**config.mk**
```make
export PLATFORM = sky130hd
export DESIGN_NAME = trat_slot_mem
export DESIGN_NICKNAME = d
export VERILOG_FILES = /design/src/rtl/core/trat_pkg.sv /design/src/rtl/core/trat_slot_mem.sv
export SDC_FILE = /design/constraint.sdc
export NUM_CORES = 2
export LEC_CHECK = 0
export BUFFER_PORTS_ARGS = -buffer_cell sky130_fd_sc_hd__buf_2
export CORE_MARGIN = 2
export CORE_UTILIZATION = 62
export CTS_CLUSTER_SIZE = 8
export DETAILED_ROUTE_END_ITERATION = 7
export PLACE_DENSITY = 0.79
export SLEW_MARGIN = 20
export SYNTH_ARGS = -nofsm -noshare
export SYNTH_HDL_FRONTEND = slang
export SYNTH_MEMORY_MAX_BITS = 65536
export SYNTH_SLANG_ARGS = --single-unit
export TNS_END_PERCENT = 30
```
**constraint.sdc**
```tcl
create_clock -name clk -period 10 [get_ports clk]
set_clock_uncertainty 0.1 [all_clocks]
set_input_delay 1.5 -clock clk [delete_from_list [all_inputs] [get_ports clk]]
set_output_delay 1.5 -clock clk [all_outputs]
set_load 0.03 [all_outputs]
```
**src/rtl/core/trat_pkg.sv**
```systemverilog
package trat_pkg;

  localparam int TASK_W     = 16;
  localparam int TIME_W     = 64;
  localparam int CMD_W      = 2;
  localparam int STATUS_W   = 2;
  localparam int SLOT_W     = 5;
  localparam int COUNT_W    = 6;
  localparam int IN_DATA_W  = 96;
  localparam int OUT_DATA_W = 80;

  typedef logic [CMD_W-1:0] cmd_t;
  localparam cmd_t CMD_START  = 2'd0;
  localparam cmd_t CMD_STOP   = 2'd1;
  localparam cmd_t CMD_SWITCH = 2'd2;

  typedef logic [STATUS_W-1:0] status_t;
  localparam status_t ST_OK      = 2'd0;
  localparam status_t ST_FULL    = 2'd1;
  localparam status_t ST_MISSING = 2'd2;

  typedef enum logic [2:0] {
    S_IDLE,
    S_READ,
    S_CHECK,
    S_SUB,
    S_ADD,
    S_DONE
  } state_t;

  // One slot of the table as held in memory.
  typedef struct packed {
    logic [TASK_W-1:0] task_id;
    logic [TIME_W-1:0] runtime;
    logic [TIME_W-1:0] start;
  } entry_t;

endpackage

```
**src/rtl/core/trat_slot_mem.sv**
```systemverilog
// Slot store: one write port, one registered read port. An entry that has
// not been written since reset reads as its reset contents (id equal to the
// slot index, zero run time, zero start time).
module trat_slot_mem #(
  parameter int SLOTS = 32
) (
  input  logic                       clk,
  input  logic                       rst_n,
  input  logic                       we,
  input  logic [$clog2(SLOTS)-1:0]   waddr,
  input  trat_pkg::entry_t           wdata,
  input  logic [$clog2(SLOTS)-1:0]   raddr,
  output trat_pkg::entry_t           rdata
);

  localparam int IW = $clog2(SLOTS);

  trat_pkg::entry_t mem [SLOTS];
  logic [SLOTS-1:0] written_r;
  trat_pkg::entry_t rd_r;
  logic             rd_written_r;
  logic [IW-1:0]    rd_addr_r;

  always_ff @(posedge clk) begin
    if (we) begin
      mem[waddr] <= wdata;
    end
    rd_r      <= mem[raddr];
    rd_addr_r <= raddr;
  end

  always_ff @(posedge clk) begin
    if (!rst_n) begin
      written_r    <= '0;
      rd_written_r <= 1'b0;
    end else begin
      if (we) begin
        written_r[waddr] <= 1'b1;
      end
      rd_written_r <= written_r[raddr];
    end
  end

  always_comb begin
    if (rd_written_r) begin
      rdata = rd_r;
    end else begin
      rdata.task_id = trat_pkg::TASK_W'(rd_addr_r);
      rdata.runtime = '0;
      rdata.start   = '0;
    end
  end

endmodule

```
Word-level counts from Yosys, hierarchy flattened
Memory sizes are Yosys's and may differ from the RTL's. A register that Yosys moved wholly into a read port is not among the register bits.
Index checks and enable logic that the tools add are counted.
Cells by class
  reductions and logical operators: 1
  mux-type cells: 7
  equality and inequality tests: 0
  divide/modulo/power cells: 0
  multiply operators: 0
  bitwise gates (word level): 1
  add/subtract/negate cells: 0
  magnitude comparators: 3
  shift operators: 0
Operators with widths (count)
  $mux W144: 1
  $or A32 B32 Y32: 1
  $lt A5 B6 Y1 const B: 2
  $bmux W1 S5: 1
  $demux W1 S5: 1
  $ge A5 B1 Y1 const B: 1
  $mux W1: 4
  $logic_and A1 B1 Y1: 1
Storage, ports and cells
  input port bits: 157
  memories: 1
  output and inout port bits: 144
  ROM bits: 0
  latch bits: 0
  flip-flop bits (word level): 38
  bits in writable memories: 4608
  word-level logic and storage cells: 16
Memory list
  mem: words 32, bits a word 144, rd ports 1, clocked after Yosys merged registers in 1, wr ports 1, RTL line trat_slot_mem.sv:18  | trat_pkg::entry_t mem [SLOTS];

Logic depth before layout (Yosys ltp)
  word-level depth: 5
  gate-level depth with buffers: 8
  gate-level depth less buffers: 4

Least setup slack after synthesis
Ideal clock, no wire load.
  kind: input port to flip-flop
  start point: input port waddr[0]
  end point: memory mem[12][0] (netlist bit), enable pin
  stages: 3
  library setup time: 0.651 ns
  data required time: 9.249 ns
  buffers on the path: 1
  slack: 1.075 ns
  arrival time: 8.174 ns
  cells stage by stage: or3b_2 > clkbuf_1 > nor2_1
RTL lines
  start: declaration: RTL line trat_slot_mem.sv:10  | input logic [$clog2(SLOTS)-1:0] waddr,
  end: declaration: RTL line trat_slot_mem.sv:18
Straight into the memory's write port.

==> metrics.txt <==
FMAX=between 150 and 200 MHz; number of antenna violations at the first check in global routing=a little under 80; Final Worst Setup Slack=4883 ps; H-tree levels=6; Row Count=197; number of global-route vias before repair=approximately 94,000; Worst setup SP type=register; wire length per cell=between 40 and 50 um; syn_area_per_cell=25.70 sq um; CTS tree=built; Area Growth Syn to Fin=14.71%; Cells on Worst Hold Path=1; reg-to-reg startpoint=mem[2][3]$_DFFE_PP_; register area share after synthesis=0.7919; WP data arrival=roughly 3500 ps; Synth Instances=between 6,000 and 7,000; Post-synth ARST share=0; mapped cell area=179,300 sq um; Top FF cell, synth=edfxtp_1; final setup vio count=0; setup tns final=0 ps; measured slew at the worst slew-check pin=~1200 ps; Place WS=4783 ps; GR Overflow Total=0; drt pass-1 iters=8; Period minus WS final=a little over 5000 ps; Routed Antenna Nets=0; clock slew seen by the registers of the worst setup and hold paths=60 ps; worst flop-to-flop path endpoint=rd_r[3]$_DFF_P_; routability congestion estimate from global placement=0.7573; Synth cell types=24; layout cells sized above 1=0.3398; Final Hold Violating Endpoints=0; GRT Total Usage=0.3645; Ports=~300; top cells by area, synth=edfxtp_1 77%, mux4_2 18%, dfxtp_1 2.0%, mux2_2 0.94%, clkbuf_1 0.49%; Ys Warns=0; Worst Path Required=8400 ps; CP endpoint kind=output pin; nets=around 7,900; critical path type=reg -> out; Die ar.=293,600 sq um; #FFs+latches synth=roughly 4,800; most common cell after layout, fill and taps aside=edfxtp_1; Initial Util=0.6229; die width=roughly 540 um; worst-path fanout max=between 60 and 70; max_slew headroom=0.1906; Worst-Skew Late Latency=~990 ps; Synth Net Count=around 7,100; Via density=7.602; Cell Pwr Density=225.7 nW/um^2; Final Core Density=0.7145; Yosys top cell area share=0.7716; dpl hpwl=between 150 and 200 mm; cts hold-fix bufs=0; Final period util=0.5117; WL final=roughly 550 mm; global-route wire length before repair=around 740 mm; Die H=between 500 and 600 um; DRC viols=0; internal reg-to-reg setup slack=between 7000 and 8000 ps; dominant cell type by area after synthesis=edfxtp_1; Hold Crit Start=written_r[27]$_SDFFE_PN0P_; CORE AREA=287,900 sq um; worst min path class=reg -> reg; most frequent cells in the layout=4,608 x edfxtp_1, 1,448 x mux4_2, 688 x clkbuf_16; Sink Count=~4,800; Port-buffer cells=300; DRT iter0 DRCs=roughly 19,000; vias=between 90,000 and 100k; unrepaired setup endpoints after global routing=false; leak pwr=about 65 nW; max-cap violations=0; EDFF count, synth=around 4,600; CTS resizes=0; clk root buf=clkbuf_16; deepest clock path buffer count=4; status=complete, no violations; Max Slew Vio Count=0; # Post-CTS Setup Buffers=0; hold worst-path end=written_r[27]$_SDFFE_PN0P_; worst vdd ir=around 0.15 mV; largest net degree at the start of global routing=about 150; CTS Buf Count=between 600 and 700; FF-to-FF path depth=3
==> worst max path at each step <==
stage / startpoint / to / slack [ps] / cells past startpoint
floorplan: waddr[0] / mem[12][0]$_DFFE_PP_ / 1070 / 3
global placement: raddr[0] / rd_r[103]$_DFF_P_ / 4810 / 6
detailed placement: waddr[0] / mem[16][35]$_DFFE_PP_ / 4780 / 5
CTS: rd_written_r$_SDFF_PN0_ / rdata[132] / 4880 / 3
global route: rd_written_r$_SDFF_PN0_ / rdata[132] / 4910 / 3
finish: rd_written_r$_SDFF_PN0_ / rdata[132] / 4880 / 3
==> synthesized netlist by cell type, types with 5 or more instances <==
master	instances
clkbuf_1	233
nand3b_1	5
buf_4	22
mux2_2	149
mux4_2	1448
dfxtp_1	182
edfxtp_1	4608
buf_6	11
nor2_1	34
buf_1	12
o21a_1	32
and2_1	139
buf_2	83
==> cell type report <==
cell class / count / area [sq um]
well taps: 3781 / 4731
multi-input cells: 1825 / 35930
fillers: 14392 / 82180
repair buffers: 444 / 3333
clock buffers: 1145 / 18930
diodes: 55 / 137.6
flip-flops and latches: 4790 / 142000
clock inverters: 37 / 626.9
inverters: 1 / 3.754
==> power by group <==
group / switching (mW) / leakage, nW / internal, mW
Sequential: 0.183 / 43.0 / 22.3
Clock: 9.19 / 9.30 / 12.8
Combinational: 1.10 / 12.8 / 0.798
==> kinds of logic (layout without fill, tap and decap cells) <==
| kind of cell | count (synthesis) | count (layout) | share of synthesized area |
|---|---|---|---|
| flip-flops | 4790 | 4790 | 0.7919 |
| multiplexers | 1600 | 1600 | 0.1914 |
| buffers and inverters | 362 | 1627 | 0.009077 |
| AND/OR/NAND/NOR | 190 | 190 | 0.006182 |
| AO/OA/AOI/OAI | 35 | 35 | 0.001465 |
| other | 0 | 55 | 0 |
==> per-layer routing <==
layer | up-vias | part of all wire | track usage | routed length, um
li1 | 32041 | - | - | -
met3 | 2159 | 0.15 | 0.09045 | 81780
met2 | 10427 | 0.48 | 0.5728 | 268200
met4 | 38 | 0.066 | 0.1717 | 36890
met5 | - | 0.00046 | 0 | 256
met1 | 47153 | 0.30 | 0.4891 | 167600
==> sequential cells by signal, summed over array words and instances (netlist names) <==
register,count
written_r,32
rd_addr_r,5
rd_written_r,1
rd_r,144
mem,4608
==> through the flow <==
stage	instance area (sq um)	hold slack (ps)	instances	total power [mW]
6_report	205700	401.4	12078	46.44
5_1_grt	205700	411.8	12058	47.17
4_1_cts	205600	383.9	12022	46.18
3_5_place_dp	186000	352.1	10840	24.61
3_3_place_gp	186000	341.0	10840	24.53
2_1_floorplan	179300	335.4	6977	23.93
==> worst max-delay path: stages (launching register included) <==
cell and delay [ps]:
dfxtp_4 890, buf_4 730, mux2_2 480, buf_2 200
Power figures use the tool's default switching activity.
